<file path="config.mk">
export PLATFORM = sky130hd
export DESIGN_NAME = fdm_accum
export DESIGN_NICKNAME = d
export VERILOG_FILES = /design/src/rtl/frame_difference_metrics_defines.svh /design/src/rtl/fdm_pkg.sv /design/src/rtl/fdm_accum.sv
export SDC_FILE = /design/constraint.sdc
export NUM_CORES = 1
export LEC_CHECK = 0
export ABC_CLOCK_PERIOD_IN_PS = 5200
export BUFFER_PORTS_ARGS = -buffer_cell sky130_fd_sc_hd__buf_4
export CORE_ASPECT_RATIO = 0.6
export CORE_MARGIN = 8
export CORE_UTILIZATION = 53
export DETAILED_ROUTE_END_ITERATION = 8
export PLACE_DENSITY_LB_ADDON = 0.05
export SYNTH_ARGS = -nofsm -noshare
export SYNTH_HDL_FRONTEND = slang
export SYNTH_SLANG_ARGS = --single-unit
</file>
<file path="constraint.sdc">
create_clock -name clk -period 5.2 [get_ports clk]
set_input_delay 0.26 -clock clk [delete_from_list [all_inputs] [get_ports clk]]
set_output_delay 0.26 -clock clk [all_outputs]
set_load 0.05 [all_outputs]
</file>
<file path="src/rtl/frame_difference_metrics_defines.svh">
// ----------------------------------------------------------------------------
// Frame difference metrics: assertion macros
// Concurrent check wrappers for the RTL top level; define ASSERT_OFF to drop them.
// ----------------------------------------------------------------------------
`ifndef FRAME_DIFFERENCE_METRICS_DEFINES_SVH
`define FRAME_DIFFERENCE_METRICS_DEFINES_SVH

`ifndef ASSERT_OFF

// Check that a property holds at every rising clock edge outside reset.
`define FDM_ASSERT(label, ck, rn, prop) \
    label: assert property (@(posedge ck) disable iff (!rn) prop) \
        else $error("frame difference metrics: property violated");

// Check that a condition never occurs outside reset.
`define FDM_ASSERT_NEVER(label, ck, rn, cond) \
    label: assert property (@(posedge ck) disable iff (!rn) !(cond)) \
        else $error("frame difference metrics: forbidden condition seen");

`else

`define FDM_ASSERT(label, ck, rn, prop)
`define FDM_ASSERT_NEVER(label, ck, rn, cond)

`endif

`endif

</file>
<file path="src/rtl/fdm_pkg.sv">
// ----------------------------------------------------------------------------
// fdm_pkg
// Shared widths, register indexes, reset values and the result record.
// ----------------------------------------------------------------------------
`default_nettype none

package fdm_pkg;

    localparam int MAX_SAMPLES_DEF = 4096;

    localparam int PIX_W      = 8;
    localparam int COUNT_W    = 13;
    localparam int WEIGHT_W   = 16;
    localparam int SCORE_W    = 14;
    localparam int CFG_IDX_W  = 2;
    localparam int CFG_DATA_W = 16;

    // Shared serial divider: wide enough for the score numerator
    // (weighted delta times 10000 plus rounding term).
    localparam int DIV_NUM_W = 40;
    localparam int DIV_DEN_W = 26;

    localparam logic [CFG_IDX_W-1:0] REG_SAMPLE_COUNT      = 2'd0;
    localparam logic [CFG_IDX_W-1:0] REG_LUMA_WEIGHT       = 2'd1;
    localparam logic [CFG_IDX_W-1:0] REG_HUE_WEIGHT        = 2'd2;
    localparam logic [CFG_IDX_W-1:0] REG_SATURATION_WEIGHT = 2'd3;

    localparam logic [COUNT_W-1:0]  COUNT_RESET  = 13'd4096;
    localparam logic [WEIGHT_W-1:0] WEIGHT_RESET = 16'd1;

    typedef struct packed {
        logic [PIX_W-1:0]   mean_luma;
        logic [PIX_W-1:0]   delta_luma;
        logic [PIX_W-1:0]   delta_hue;
        logic [PIX_W-1:0]   delta_saturation;
        logic [SCORE_W-1:0] content_score;
        logic               had_previous;
    } result_t;

endpackage

`default_nettype wire

</file>
<file path="src/rtl/fdm_accum.sv">
// ----------------------------------------------------------------------------
// fdm_accum
// Second stage: difference against the stored sample and running sums.
// ----------------------------------------------------------------------------
`default_nettype none

module fdm_accum #(
    parameter int SUM_W = 21
) (
    input  logic                        clk,
    input  logic                        rst_n,
    input  logic                        clear,
    input  logic                        take,
    input  logic [fdm_pkg::PIX_W-1:0]   luma,
    input  logic [fdm_pkg::PIX_W-1:0]   hue,
    input  logic [fdm_pkg::PIX_W-1:0]   saturation,
    input  logic                        compare,
    input  logic                        last,
    input  logic [3*fdm_pkg::PIX_W-1:0] prior,
    output logic                        frame_done,
    output logic                        frame_compare,
    output logic [SUM_W-1:0]            luma_total,
    output logic [SUM_W-1:0]            luma_diff_total,
    output logic [SUM_W-1:0]            hue_diff_total,
    output logic [SUM_W-1:0]            sat_diff_total
);

    localparam int P = fdm_pkg::PIX_W;
    localparam logic [P-1:0] HALF_TURN = P'(2 ** (P - 1));

    function automatic logic [P-1:0] abs_diff(input logic [P-1:0] a, input logic [P-1:0] b);
        return (a > b) ? a - b : b - a;
    endfunction

    // Circular distance over 256: min(d, 256 - d).
    function automatic logic [P-1:0] circ_dist(input logic [P-1:0] a, input logic [P-1:0] b);
        logic [P-1:0] d;
        d = abs_diff(a, b);
        return (d > HALF_TURN) ? P'((P+1)'(2 ** P) - {1'b0, d}) : d;
    endfunction

    logic             s2_valid_reg;
    logic             s2_cmp_reg;
    logic             s2_last_reg;
    logic [P-1:0]     s2_luma_reg;
    logic [P-1:0]     s2_hue_reg;
    logic [P-1:0]     s2_sat_reg;

    logic [SUM_W-1:0] luma_sum_reg;
    logic [SUM_W-1:0] luma_diff_reg;
    logic [SUM_W-1:0] hue_diff_reg;
    logic [SUM_W-1:0] sat_diff_reg;

    logic [P-1:0]     d_luma;
    logic [P-1:0]     d_hue;
    logic [P-1:0]     d_sat;

    always_comb
    begin
        d_luma = '0;
        d_hue  = '0;
        d_sat  = '0;
        if (s2_cmp_reg)
        begin
            d_luma = abs_diff(s2_luma_reg, prior[3*P-1:2*P]);
            d_hue  = circ_dist(s2_hue_reg, prior[2*P-1:P]);
            d_sat  = abs_diff(s2_sat_reg, prior[P-1:0]);
        end
    end

    assign luma_total      = luma_sum_reg  + SUM_W'(s2_luma_reg);
    assign luma_diff_total = luma_diff_reg + SUM_W'(d_luma);
    assign hue_diff_total  = hue_diff_reg  + SUM_W'(d_hue);
    assign sat_diff_total  = sat_diff_reg  + SUM_W'(d_sat);

    assign frame_done    = s2_valid_reg & s2_last_reg;
    assign frame_compare = s2_cmp_reg;

    always_ff @(posedge clk or negedge rst_n)
    begin
        if (!rst_n)
        begin
            s2_valid_reg  <= 1'b0;
            s2_cmp_reg    <= 1'b0;
            s2_last_reg   <= 1'b0;
            luma_sum_reg  <= '0;
            luma_diff_reg <= '0;
            hue_diff_reg  <= '0;
            sat_diff_reg  <= '0;
        end
        else
        begin
            s2_valid_reg <= take;
            if (take)
            begin
                s2_cmp_reg  <= compare;
                s2_last_reg <= last;
            end
            // Drop the sums at frame end (the finisher has taken them) or on clear.
            if (clear || frame_done)
            begin
                luma_sum_reg  <= '0;
                luma_diff_reg <= '0;
                hue_diff_reg  <= '0;
                sat_diff_reg  <= '0;
            end
            else if (s2_valid_reg)
            begin
                luma_sum_reg  <= luma_total;
                luma_diff_reg <= luma_diff_total;
                hue_diff_reg  <= hue_diff_total;
                sat_diff_reg  <= sat_diff_total;
            end
        end
    end

    always_ff @(posedge clk)
    begin
        if (take)
        begin
            s2_luma_reg <= luma;
            s2_hue_reg  <= hue;
            s2_sat_reg  <= saturation;
        end
    end

endmodule

`default_nettype wire

</file>
==> metrics.cfg <==
[outcome]
status = finished, violations left
violations = setup timing

[clocking]
clockBufferDepth = 2
cts_buffers = 9
path_clk_slew_ns = 0.08
cts_tree = yes
cts_max_level = 3
clk_latency_ns = 0.36
clock-sinks = 111
clock-root-buffer = clkbuf_16

[placement]
dp_slack_ns = -0.324
dpl.cell_count = 1303
gp_congestion = 0.826
numPortBuffers = 139
dp_hpwl_microns = 16300

[global_route]
grt_overflow = 0
grt_start_max_net_pins = 83
grtUsageTotal_pct = 21.3
grt_pass1_wl_microns = 36800
grt_pass1_vias = 7427
antenna_found_initial = 0

[min_path]
hp-class = primary input to flip-flop

[floorplanning]
dieArea_sq_um = 21200
die_h_microns = 116
initial_utilization_pct = 54.3
die_w_microns = 183
core_sq_um = 16300
ios = 140
row_count = 36

[pwr]
ir_drop_v = 0.000183
powerDensity_nw_per_um2 = 262
p_leak_nw = 5.61

[timing]
fin_skew_ns = 0.0119
tns_ns = -0.487
setup_viol_count_final = 8
finalCriticalPeriod_ns = 5.34
final-hold-violation-count = 0
worst_slew_pin_slew_ns = 0.889
slew_viol_final = 0
rsz0062_at_grt = yes
fmax_ghz = 0.187
fin_crit_sh_pct = 103
fin_ws_ns = -0.143
slew_headroom_pct = 40.7

[final_layout]
nFillCells = 1253
layout.nets = 1275
fin_util_pct = 69.5
n_antenna_cell = 0
final_common_cell = buf_4
fin_cells = 1366
syn_to_final_growth_pct = 28.0
layout_common_cells = buf_4, dfrtp_1, inv_1
drive_gt1_share_pct = 28.6

[setup_path]
path_buf_inv = 6
slowest_delay_ns = 0.39
cpMostUsedCell = buf_4
cp-end-kind = output port
ff2ff_setup_slack_ns = 0.36
cp_max_fo = 7
crit_chain = inv_1 -> ha_2 -> inv_2 -> fa_2 -> a211oi_2 -> o21ai_2 -> o211ai_4 -> buf_4 -> nand4b_1 -> nand4_2 -> a31o_2 -> a31oi_1 -> mux2i_1 -> ha_1 -> a21oi_2 -> o21bai_2 -> a2111oi_4 -> buf_4 -> nor4b_4 -> buf_4 -> nand3_2 -> xnor2_2 -> buf_6
cpLargestDelayFamily = compound AO/OA/AOI/OAI gates
cp-start-kind = flip-flop
cp_slowest_cell = edfxtp_1
cp.required_ns = 4.94
crit_arrival_ns = 5.08
critPathKind = flip-flop to output port

[synthesis]
ys_top_cells_by_area = dfrtp_1, ha_1, edfxtp_1
synth.top_cell.area_share_pct = 24.7
syn-num-nets = 1101
synth_area_per_cell_sq_um = 9.21
synth_edf_count = 24
synth_warnings = 0
ys_seq_elements = 111
synth_ff_type = dfrtp_1
async_flop_share_pct = 78.4
yosys.area.top_type = dfrtp_1
synthCells = 959
ys_types = 70
yosysSeqAreaShare_pct = 32.8
syn_area_sq_um = 8830

[drt]
firstDrtPassIters = 5
ant_nets = 0
drcViolationCount = 0
num_vias = 7744
wl_microns = 23300
wire_per_inst_microns = 17.0
drtIter0Drc = 592
drt-vias-per-instance = 5.67

[flow_run]
cap_violations = 0

cell families (layout without fill, tap and decap cells):
group	after synthesis	count (layout)	share of synthesized area, %
flops	111	111	32.8
compound gates	298	299	23.4
buf+inv	130	308	5.91
mux	33	33	4.14
xor+xnor	83	83	8.32
simple gates	216	216	12.1
fa+ha+maj	88	88	13.3
stage by stage:
stage	power, mW	cell area, sq um	hold slack [ns]
floorplan	1.78	8890	-0.0356
global placement	2.08	10200	0.233
detailed placement	2.09	10200	0.233
CTS	2.91	10800	0.0587
global route	3.11	11300	0.0569
finish	2.96	11300	0.0706
power by group:
part           leakage, nW  total, mW  internal [mW]  switching [mW]
clock                0.155      0.768          0.425           0.343
combinational         4.02       1.24          0.484           0.755
sequential            1.44      0.952          0.925          0.0274
layout make-up:
cell class / instances / area [sq um] / area share (%)
tap: 228 / 285 / 2.52
timing repair buffer: 207 / 1630 / 14.4
clock inverter: 7 / 96.3 / 0.852
multi-input combinational: 719 / 5850 / 51.8
clock buffer: 9 / 225 / 1.99
inverter: 85 / 320 / 2.83
sequential: 111 / 2900 / 25.6
final timing paths:
kind	depth (start not counted)	from	to
worst max-delay path	23	s2_hue_reg[0]	hue_diff_total[20]
worst min-delay path	1	luma[7]	s2_luma_reg[7]
worst max register to register	22	s2_hue_reg[0]	hue_diff_reg[12]
worst min register to register	1	sat_diff_reg[4]	sat_diff_reg[4]
max in group asynchronous	3	rst_n	luma_sum_reg[8]
min in group asynchronous	2	rst_n	hue_diff_reg[2]
Yosys cell counts, drive strengths merged (3+ instances only):
master and instances:
nand2 77, and2 7, or2 4, o22ai 5
a211oi 10, a221oi 4, mux2i 25, a41oi 7
o21ai 58, o21bai 7, nor2b 6, and3 15
a21oi 48, a21o 31, a31oi 49, nand2b 6
o31ai 16, xor2 22, nand3 25, a21boi 3
dfrtp 87, clkbuf 38, xnor2 61, fa 10
ha 78, or3 3, edfxtp 24, o21a 3
buf 7, a22o 37, nand4 10, a31o 6
nor2 43, nor3 8, inv 84, mux2 8
o211ai 5
repair_timing:
action	in CTS	in global routing
resized for setup	31	67
setup buffers	21	25
pin swaps	19	21
cloned	0	1
hold buffers	1	0
hold endpoints to repair	32	0
endpoints found under the setup margin	29	40
metal layers:
| layer | wire length [microns] | vias to the layer above | global-route usage, % |
|---|---|---|---|
| met4 | 286 | 0 | 5.06 |
| met3 | 1290 | 25 | 3.94 |
| li1 | - | 3802 | - |
| met1 | 11300 | 3705 | 30.3 |
| met2 | 10400 | 212 | 32.9 |
| met5 | 0 | - | 0 |
Power figures use the tool's default switching activity.
