<file path="config.mk">
export PLATFORM = sky130hd
export DESIGN_NAME = fdm_finish
export DESIGN_NICKNAME = d
export VERILOG_FILES = /design/src/rtl/frame_difference_metrics_defines.svh /design/src/rtl/fdm_pkg.sv /design/src/rtl/fdm_divider.sv /design/src/rtl/fdm_finish.sv
export SDC_FILE = /design/constraint.sdc
export NUM_CORES = 1
export LEC_CHECK = 0
export ABC_AREA = 1
export BUFFER_PORTS_ARGS = -buffer_cell sky130_fd_sc_hd__buf_2
export CORE_MARGIN = 10
export CORE_UTILIZATION = 50
export CTS_CLUSTER_DIAMETER = 200
export DETAILED_ROUTE_END_ITERATION = 12
export GPL_ROUTABILITY_DRIVEN = 1
export PLACE_DENSITY = 0.75
export SYNTH_ARGS = -nofsm -noshare
export SYNTH_HDL_FRONTEND = slang
export SYNTH_SLANG_ARGS = --single-unit
</file>
<file path="constraint.sdc">
create_clock -name clk -period 6.1 [get_ports clk]
set_input_delay 0.305 -clock clk [delete_from_list [all_inputs] [get_ports clk]]
set_output_delay 0.305 -clock clk [all_outputs]
set_load 0.02 [all_outputs]
</file>
<file path="src/rtl/frame_difference_metrics_defines.svh">
// ----------------------------------------------------------------------------
// Frame difference metrics: assertion macros
// Concurrent check wrappers for the RTL top level; define ASSERT_OFF to drop them.
// ----------------------------------------------------------------------------
`ifndef FRAME_DIFFERENCE_METRICS_DEFINES_SVH
`define FRAME_DIFFERENCE_METRICS_DEFINES_SVH

`ifndef ASSERT_OFF

// Check that a property holds at every rising clock edge outside reset.
`define FDM_ASSERT(label, ck, rn, prop) \
    label: assert property (@(posedge ck) disable iff (!rn) prop) \
        else $error("frame difference metrics: property violated");

// Check that a condition never occurs outside reset.
`define FDM_ASSERT_NEVER(label, ck, rn, cond) \
    label: assert property (@(posedge ck) disable iff (!rn) !(cond)) \
        else $error("frame difference metrics: forbidden condition seen");

`else

`define FDM_ASSERT(label, ck, rn, prop)
`define FDM_ASSERT_NEVER(label, ck, rn, cond)

`endif

`endif

</file>
<file path="src/rtl/fdm_pkg.sv">
// ----------------------------------------------------------------------------
// fdm_pkg
// Shared widths, register indexes, reset values and the result record.
// ----------------------------------------------------------------------------
`default_nettype none

package fdm_pkg;

    localparam int MAX_SAMPLES_DEF = 4096;

    localparam int PIX_W      = 8;
    localparam int COUNT_W    = 13;
    localparam int WEIGHT_W   = 16;
    localparam int SCORE_W    = 14;
    localparam int CFG_IDX_W  = 2;
    localparam int CFG_DATA_W = 16;

    // Shared serial divider: wide enough for the score numerator
    // (weighted delta times 10000 plus rounding term).
    localparam int DIV_NUM_W = 40;
    localparam int DIV_DEN_W = 26;

    localparam logic [CFG_IDX_W-1:0] REG_SAMPLE_COUNT      = 2'd0;
    localparam logic [CFG_IDX_W-1:0] REG_LUMA_WEIGHT       = 2'd1;
    localparam logic [CFG_IDX_W-1:0] REG_HUE_WEIGHT        = 2'd2;
    localparam logic [CFG_IDX_W-1:0] REG_SATURATION_WEIGHT = 2'd3;

    localparam logic [COUNT_W-1:0]  COUNT_RESET  = 13'd4096;
    localparam logic [WEIGHT_W-1:0] WEIGHT_RESET = 16'd1;

    typedef struct packed {
        logic [PIX_W-1:0]   mean_luma;
        logic [PIX_W-1:0]   delta_luma;
        logic [PIX_W-1:0]   delta_hue;
        logic [PIX_W-1:0]   delta_saturation;
        logic [SCORE_W-1:0] content_score;
        logic               had_previous;
    } result_t;

endpackage

`default_nettype wire

</file>
<file path="src/rtl/fdm_divider.sv">
// ----------------------------------------------------------------------------
// fdm_divider
// Restoring divider, one quotient bit per cycle.
// ----------------------------------------------------------------------------
`default_nettype none

module fdm_divider (
    input  logic                          clk,
    input  logic                          rst_n,
    input  logic                          start,
    input  logic [fdm_pkg::DIV_NUM_W-1:0] numer,
    input  logic [fdm_pkg::DIV_DEN_W-1:0] denom,
    output logic                          done,
    output logic [fdm_pkg::DIV_NUM_W-1:0] quotient
);

    localparam int NW    = fdm_pkg::DIV_NUM_W;
    localparam int DW    = fdm_pkg::DIV_DEN_W;
    localparam int CNT_W = $clog2(NW);
    localparam logic [CNT_W-1:0] LAST_STEP = CNT_W'(NW - 1);

    logic             busy_reg;
    logic             done_reg;
    logic [CNT_W-1:0] cnt_reg;
    logic [NW-1:0]    quo_reg;
    logic [DW-1:0]    rem_reg;
    logic [DW-1:0]    den_reg;

    logic [DW:0]      trial;
    logic [DW:0]      diff;
    logic             fits;
    logic [DW-1:0]    rem_next;

    always_comb
    begin
        trial    = {rem_reg, quo_reg[NW-1]};
        diff     = trial - {1'b0, den_reg};
        fits     = trial >= {1'b0, den_reg};
        rem_next = fits ? diff[DW-1:0] : trial[DW-1:0];
    end

    always_ff @(posedge clk or negedge rst_n)
    begin
        if (!rst_n)
        begin
            busy_reg <= 1'b0;
            done_reg <= 1'b0;
            cnt_reg  <= '0;
        end
        else
        begin
            done_reg <= 1'b0;
            if (start)
            begin
                busy_reg <= 1'b1;
                cnt_reg  <= LAST_STEP;
            end
            else if (busy_reg)
            begin
                if (cnt_reg == '0)
                begin
                    busy_reg <= 1'b0;
                    done_reg <= 1'b1;
                end
                else
                begin
                    cnt_reg <= cnt_reg - 1'b1;
                end
            end
        end
    end

    always_ff @(posedge clk)
    begin
        if (start)
        begin
            quo_reg <= numer;
            rem_reg <= '0;
            den_reg <= denom;
        end
        else if (busy_reg)
        begin
            quo_reg <= {quo_reg[NW-2:0], fits};
            rem_reg <= rem_next;
        end
    end

    assign done     = done_reg;
    assign quotient = quo_reg;

endmodule

`default_nettype wire

</file>
<file path="src/rtl/fdm_finish.sv">
// ----------------------------------------------------------------------------
// fdm_finish
// End-of-frame sequencer: rounded means, weighted score, result register.
// ----------------------------------------------------------------------------
`default_nettype none

module fdm_finish #(
    parameter int N_W   = 13,
    parameter int SUM_W = 21
) (
    input  logic                           clk,
    input  logic                           rst_n,
    input  logic                           frame_done,
    input  logic                           frame_compare,
    input  logic [SUM_W-1:0]               luma_total,
    input  logic [SUM_W-1:0]               luma_diff_total,
    input  logic [SUM_W-1:0]               hue_diff_total,
    input  logic [SUM_W-1:0]               sat_diff_total,
    input  logic [N_W-1:0]                 count,
    input  logic [fdm_pkg::WEIGHT_W-1:0]   luma_weight,
    input  logic [fdm_pkg::WEIGHT_W-1:0]   hue_weight,
    input  logic [fdm_pkg::WEIGHT_W-1:0]   sat_weight,
    input  logic                           result_stall,
    output logic                           busy,
    output logic                           result_valid,
    output fdm_pkg::result_t               result
);

    localparam int P      = fdm_pkg::PIX_W;
    localparam int W      = fdm_pkg::WEIGHT_W;
    localparam int NW     = fdm_pkg::DIV_NUM_W;
    localparam int DW     = fdm_pkg::DIV_DEN_W;
    localparam int SW     = fdm_pkg::SCORE_W;
    localparam int WSUM_W = W + 2;
    localparam int WDOT_W = P + W + 2;
    localparam logic [SW-1:0] ScoreScale = SW'(10000);

    typedef enum logic [2:0] {
        ST_IDLE,
        ST_MEAN_GO,
        ST_MEAN_WAIT,
        ST_WEIGHT,
        ST_SCALE,
        ST_SCORE_GO,
        ST_SCORE_WAIT,
        ST_HAND
    } state_t;

    state_t            state_reg;
    logic [1:0]        sel_reg;
    logic              cmp_reg;
    logic              result_valid_reg;
    fdm_pkg::result_t  result_reg;

    logic [SUM_W-1:0]  sum_reg [4];
    logic [P-1:0]      mean_reg [4];
    logic [WDOT_W-1:0] wd_reg;
    logic [WSUM_W-1:0] ws_reg;
    logic [NW-1:0]     prod_reg;
    logic [SW-1:0]     score_reg;

    logic              div_start;
    logic [NW-1:0]     div_num;
    logic [DW-1:0]     div_den;
    logic              div_done;
    logic [NW-1:0]     div_quo;

    logic [W-1:0]      weight_sel;
    logic [WDOT_W-1:0] wd_term;
    logic [NW-1:0]     scaled;
    logic [WSUM_W-1:0] ws_sum;
    fdm_pkg::result_t  assembled;

    fdm_divider u_div (
        .clk      (clk),
        .rst_n    (rst_n),
        .start    (div_start),
        .numer    (div_num),
        .denom    (div_den),
        .done     (div_done),
        .quotient (div_quo)
    );

    always_comb
    begin
        case (sel_reg)
            2'd0:    weight_sel = luma_weight;
            2'd1:    weight_sel = hue_weight;
            default: weight_sel = sat_weight;
        endcase
        wd_term = WDOT_W'(mean_reg[sel_reg + 2'd1] * weight_sel);
        ws_sum  = WSUM_W'(luma_weight) + WSUM_W'(hue_weight) + WSUM_W'(sat_weight);
        scaled  = wd_reg * ScoreScale;

        // Rounded mean: (sum + n/2) / n; score: (wd*10000 + 127*ws) / (255*ws).
        if (state_reg == ST_MEAN_GO)
        begin
            div_num = NW'(sum_reg[sel_reg]) + NW'(count[N_W-1:1]);
            div_den = DW'(count);
        end
        else
        begin
            div_num = prod_reg + NW'({ws_reg, 7'b0}) - NW'(ws_reg);
            div_den = DW'({ws_reg, 8'b0}) - DW'(ws_reg);
        end
        div_start = (state_reg == ST_MEAN_GO) ||
                    ((state_reg == ST_SCORE_GO) && (ws_reg != '0));

        assembled.mean_luma        = mean_reg[0];
        assembled.delta_luma       = cmp_reg ? mean_reg[1] : '0;
        assembled.delta_hue        = cmp_reg ? mean_reg[2] : '0;
        assembled.delta_saturation = cmp_reg ? mean_reg[3] : '0;
        assembled.content_score    = cmp_reg ? score_reg : '0;
        assembled.had_previous     = cmp_reg;
    end

    always_ff @(posedge clk or negedge rst_n)
    begin
        if (!rst_n)
        begin
            state_reg        <= ST_IDLE;
            sel_reg          <= '0;
            cmp_reg          <= 1'b0;
            result_valid_reg <= 1'b0;
            result_reg       <= '0;
        end
        else
        begin
            if (!result_stall)
            begin
                result_valid_reg <= 1'b0;
            end
            case (state_reg)
                ST_IDLE:
                begin
                    if (frame_done)
                    begin
                        cmp_reg   <= frame_compare;
                        sel_reg   <= '0;
                        state_reg <= ST_MEAN_GO;
                    end
                end
                ST_MEAN_GO:
                begin
                    state_reg <= ST_MEAN_WAIT;
                end
                ST_MEAN_WAIT:
                begin
                    if (div_done)
                    begin
                        if ((sel_reg == 2'd3) || !cmp_reg)
                        begin
                            sel_reg   <= '0;
                            state_reg <= cmp_reg ? ST_WEIGHT : ST_HAND;
                        end
                        else
                        begin
                            sel_reg   <= sel_reg + 2'd1;
                            state_reg <= ST_MEAN_GO;
                        end
                    end
                end
                ST_WEIGHT:
                begin
                    if (sel_reg == 2'd2)
                    begin
                        state_reg <= ST_SCALE;
                    end
                    sel_reg <= sel_reg + 2'd1;
                end
                ST_SCALE:
                begin
                    state_reg <= ST_SCORE_GO;
                end
                ST_SCORE_GO:
                begin
                    state_reg <= (ws_reg != '0) ? ST_SCORE_WAIT : ST_HAND;
                end
                ST_SCORE_WAIT:
                begin
                    if (div_done)
                    begin
                        state_reg <= ST_HAND;
                    end
                end
                ST_HAND:
                begin
                    // Load the result once the output slot is free.
                    if (!result_valid_reg || !result_stall)
                    begin
                        result_reg       <= assembled;
                        result_valid_reg <= 1'b1;
                        state_reg        <= ST_IDLE;
                    end
                end
                default:
                begin
                    state_reg <= ST_IDLE;
                end
            endcase
        end
    end

    always_ff @(posedge clk)
    begin
        case (state_reg)
            ST_IDLE:
            begin
                if (frame_done)
                begin
                    sum_reg[0] <= luma_total;
                    sum_reg[1] <= luma_diff_total;
                    sum_reg[2] <= hue_diff_total;
                    sum_reg[3] <= sat_diff_total;
                end
            end
            ST_MEAN_WAIT:
            begin
                if (div_done)
                begin
                    mean_reg[sel_reg] <= div_quo[P-1:0];
                end
            end
            ST_WEIGHT:
            begin
                wd_reg <= ((sel_reg == 2'd0) ? '0 : wd_reg) + wd_term;
            end
            ST_SCALE:
            begin
                ws_reg   <= ws_sum;
                prod_reg <= scaled;
            end
            ST_SCORE_GO:
            begin
                if (ws_reg == '0)
                begin
                    score_reg <= '0;
                end
            end
            ST_SCORE_WAIT:
            begin
                if (div_done)
                begin
                    score_reg <= div_quo[SW-1:0];
                end
            end
            default:
            begin
            end
        endcase
    end

    assign busy         = (state_reg != ST_IDLE);
    assign result_valid = result_valid_reg;
    assign result       = result_reg;

endmodule

`default_nettype wire

</file>
==> run_results.csv <==
group,metric,value,unit
run_status,outcome,"finished clean",
sta,finalWorstPathRequiredPeriod,5830,ps
sta,drv_slew,0,
synth,synth-seq-area-share,32.6,%
clock_network,cts_max_path_buffers,3,
placement,place.gp.congestion,0.971,
routing,antenna_left,0,
cells_and_area,p_r_area_growth_vs_syn,13.5,%
grt,initial_antenna_violation_count,12,
routing,vias_per_cell,5.39,
synth,synthesis.nets,4640,
floorplan,core_area,63100,µm²
placement,dp.final_hpwl,72100,µm
sta,maxClockFrequency,171,MHz
synth,yosysTopAreaCell,"sky130_fd_sc_hd__edfxtp_1",
synth,syn-cell-area,31800,µm²
cells_and_area,finalCoreUtilization,57.3,%
critical_path,critical_path_arrival,6170,ps
hold_path,hold_path.class,"input pin to flip-flop",
critical_path,crit_path_end_kind,"flip-flop",
clock_network,cts_tree,"done",
grt,global_route_wire_length_before_repair,147000,µm
floorplan,pin_count,199,
sta,final_min_period_over_clock_period,95.6,%
clock_network,cts_num_sinks,364,
critical_path,critical_path_class,"flip-flop to flip-flop",
routing,vias,28000,
floorplan,die-width,272,µm
clock_network,insertion_delay,590,ps
sta,relSlewSlack,22.9,%
floorplan,std_cell_rows,92,
cells_and_area,fraction_of_final_layout_cells_with_drive_strength_greater_than_1,8.08,%
job,max_cap_violations,0,
floorplan,floorplan.die_area,74100,µm²
grt,overflow,0,
clock_network,htreeDepth,2,
sta,skew,24.3,ps
clock_network,path_clk_slew,70,ps
routing,routed_wire_length_per_instance,17.9,µm
critical_path,largest_fanout_on_the_critical_path,10,
grt,first_global_vias,27900,
grt,grt.total_usage,24.9,%
cells_and_area,largest_reg_flops,84,
synth,yosysWarnings,0,
placement,port_buffers,198,
floorplan,chip_height,272,µm
sta,least_margin_pin_slew,1150,ps
clock_network,cts_buffers,41,
synth,syn_inst,4025,
synth,synthTopCellsByArea,"sky130_fd_sc_hd__edfxtp_1, sky130_fd_sc_hd__fa_1, sky130_fd_sc_hd__nand2_1",
synth,synth.lib_cells_used.distinct,61,
routing,routed_wirelength,93300,µm
clock_network,clock_tree.root_cell,"sky130_fd_sc_hd__clkbuf_16",
routing,drc,0,
critical_path,worst-r2r-setup-slack,270,ps
synth,synth_seq_cells,364,
grt,grt_start_max_net_pins,63,
sta,setup_violations,0,
synth,synthDominantCellAreaShare,26.1,%
synth,syn-mean-instance-area,7.90,µm²
routing,detailedRoute.firstPassIterationCount,6,
critical_path,startpoint_type,"flip-flop",
floorplan,initial_core_util,50.4,%
routing,drt_iter0_drcs,2661,
critical_path,worst-endpoint-required,6430,ps
sta,final_hold_viol_count,0,
cells_and_area,nNetsFinal,4927,
[Yosys cell counts (all sizes together)]
| library cell | instances |
|---|---|
| a211oi | 3 |
| a21boi | 4 |
| a21o | 11 |
| a21oi | 194 |
| a221oi | 1 |
| a22oi | 1 |
| a31oi | 9 |
| a32oi | 9 |
| and2 | 3 |
| and3 | 2 |
| buf | 42 |
| clkbuf | 32 |
| clkinv | 1 |
| dfrtp | 62 |
| dfxtp | 26 |
| edfxtp | 276 |
| fa | 201 |
| ha | 264 |
| inv | 820 |
| mux2i | 1 |
| nand2 | 983 |
| nand3 | 229 |
| nand3b | 11 |
| nand4 | 43 |
| nor2 | 399 |
| nor3 | 31 |
| nor3b | 2 |
| nor4 | 10 |
| o2111ai | 1 |
| o211a | 1 |
| o211ai | 10 |
| o21a | 6 |
| o21ai | 206 |
| o21bai | 15 |
| o221ai | 2 |
| o22ai | 18 |
| o311ai | 1 |
| o31ai | 1 |
| or2 | 6 |
| xnor2 | 38 |
| xor2 | 50 |
[metal layers]
metal	track usage, %	share of wire, %	up-vias
li1	-	-	13400
met1	30.6	40	13300
met2	43.5	50	1116
met3	2.73	6.1	253
met4	11.1	4.5	0
met5	0	0	-
[placed cells by master, fill, tap and decap left out, drive strengths merged, types with 13 or more instances in the layout]
master / n
nor2: 399
nand4: 43
buf: 232
a21oi: 194
xor2: 50
dlygate4sd3: 86
nand2: 983
nor3: 31
xnor2: 38
o22ai: 18
clkinv: 14
o21ai: 206
fa: 201
inv: 823
clkbuf: 49
edfxtp: 276
dfrtp: 62
diode: 13
o21bai: 15
ha: 264
nand3: 229
dfxtp: 26
[stage by stage]
stage | setup slack [ps] | instance area (µm²) | instances | TNS (ps) | hold WS [ps]
6_report | 266 | 36100 | 5204 | 0 | 23.2
5_1_grt | -8.93 | 36100 | 5204 | -8.93 | 35.3
4_1_cts | 139 | 36000 | 5188 | 0 | 8.18
3_5_place_dp | 148 | 33700 | 5026 | 0 | 449
3_3_place_gp | 340 | 33700 | 5026 | 0 | 437
2_1_floorplan | 66.3 | 31800 | 4025 | 0 | 9.41
[worst max-delay path: stages, from the launching register on]
cell and delay (ps):
sky130_fd_sc_hd__dfrtp_2 390, sky130_fd_sc_hd__inv_2 70, sky130_fd_sc_hd__ha_2 340, sky130_fd_sc_hd__clkinvlp_4 210, sky130_fd_sc_hd__buf_4 240, sky130_fd_sc_hd__a21oi_1 140
sky130_fd_sc_hd__a32oi_1 140, sky130_fd_sc_hd__inv_2 150, sky130_fd_sc_hd__buf_4 150, sky130_fd_sc_hd__nand2_1 70, sky130_fd_sc_hd__fa_1 530, sky130_fd_sc_hd__inv_1 50
sky130_fd_sc_hd__fa_1 450, sky130_fd_sc_hd__ha_1 290, sky130_fd_sc_hd__inv_1 50, sky130_fd_sc_hd__fa_1 540, sky130_fd_sc_hd__inv_1 40, sky130_fd_sc_hd__ha_1 330
sky130_fd_sc_hd__nand2_1 100, sky130_fd_sc_hd__o21ai_0 480, sky130_fd_sc_hd__a21oi_1 200, sky130_fd_sc_hd__o21ai_0 330, sky130_fd_sc_hd__a21oi_1 130, sky130_fd_sc_hd__xnor2_1 140
[logic make-up (layout without fill, tap and decap cells)]
group                      after synthesis  in the layout  synth area share (%)
and+or+nand+nor                       1719           1719                  22.5
buffers and inverters                  895           1215                  10.9
AOI/OAI and AO/OA                      493            493                  8.52
adders and majority gates              465            465                  23.0
DFF                                    364            364                  32.6
xor gates and xnor gates                88             88                  2.42
muxes                                    1              1                0.0315
other                                    0             13                     0
[path summary, 6_finish.rpt]
check,cells after the start,end,start
min reg2reg,2,u_div.rem_reg[25]$_SDFFE_PN0P_,u_div.rem_reg[25]$_SDFFE_PN0P_
max in group asynchronous,3,sel_reg[0]$_DFFE_PN0P_,rst_n
min in group asynchronous,3,result[10]$_DFFE_PN0P_,rst_n
min,3,result_valid$_DFF_PN0_,result_stall
max,23,wd_reg[18]$_DFFE_PN_,sel_reg[0]$_DFFE_PN0P_
max reg2reg,23,wd_reg[18]$_DFFE_PN_,sel_reg[0]$_DFFE_PN0P_
[repair_timing]
action,in CTS,in global routing
buffers inserted,0,3
endpoints found under the hold margin,147,0
resized for setup,0,12
hold buffers,86,0
endpoints found under the setup margin,0,10
[layout make-up]
class / instances / area [µm²]
Sequential cell: 364 / 10400
Multi-Input combinational cell: 2766 / 18000
Fill cell: 5750 / 27000
Tap cell: 846 / 1060
Clock inverter: 27 / 355
Timing Repair Buffer: 318 / 2110
Antenna cell: 13 / 32.5
Clock buffer: 49 / 1070
Inverter: 821 / 3090
Power is left out: the tool's default activity adds up to more than one toggle a clock period on the data nets, which glitch-free logic cannot reach.
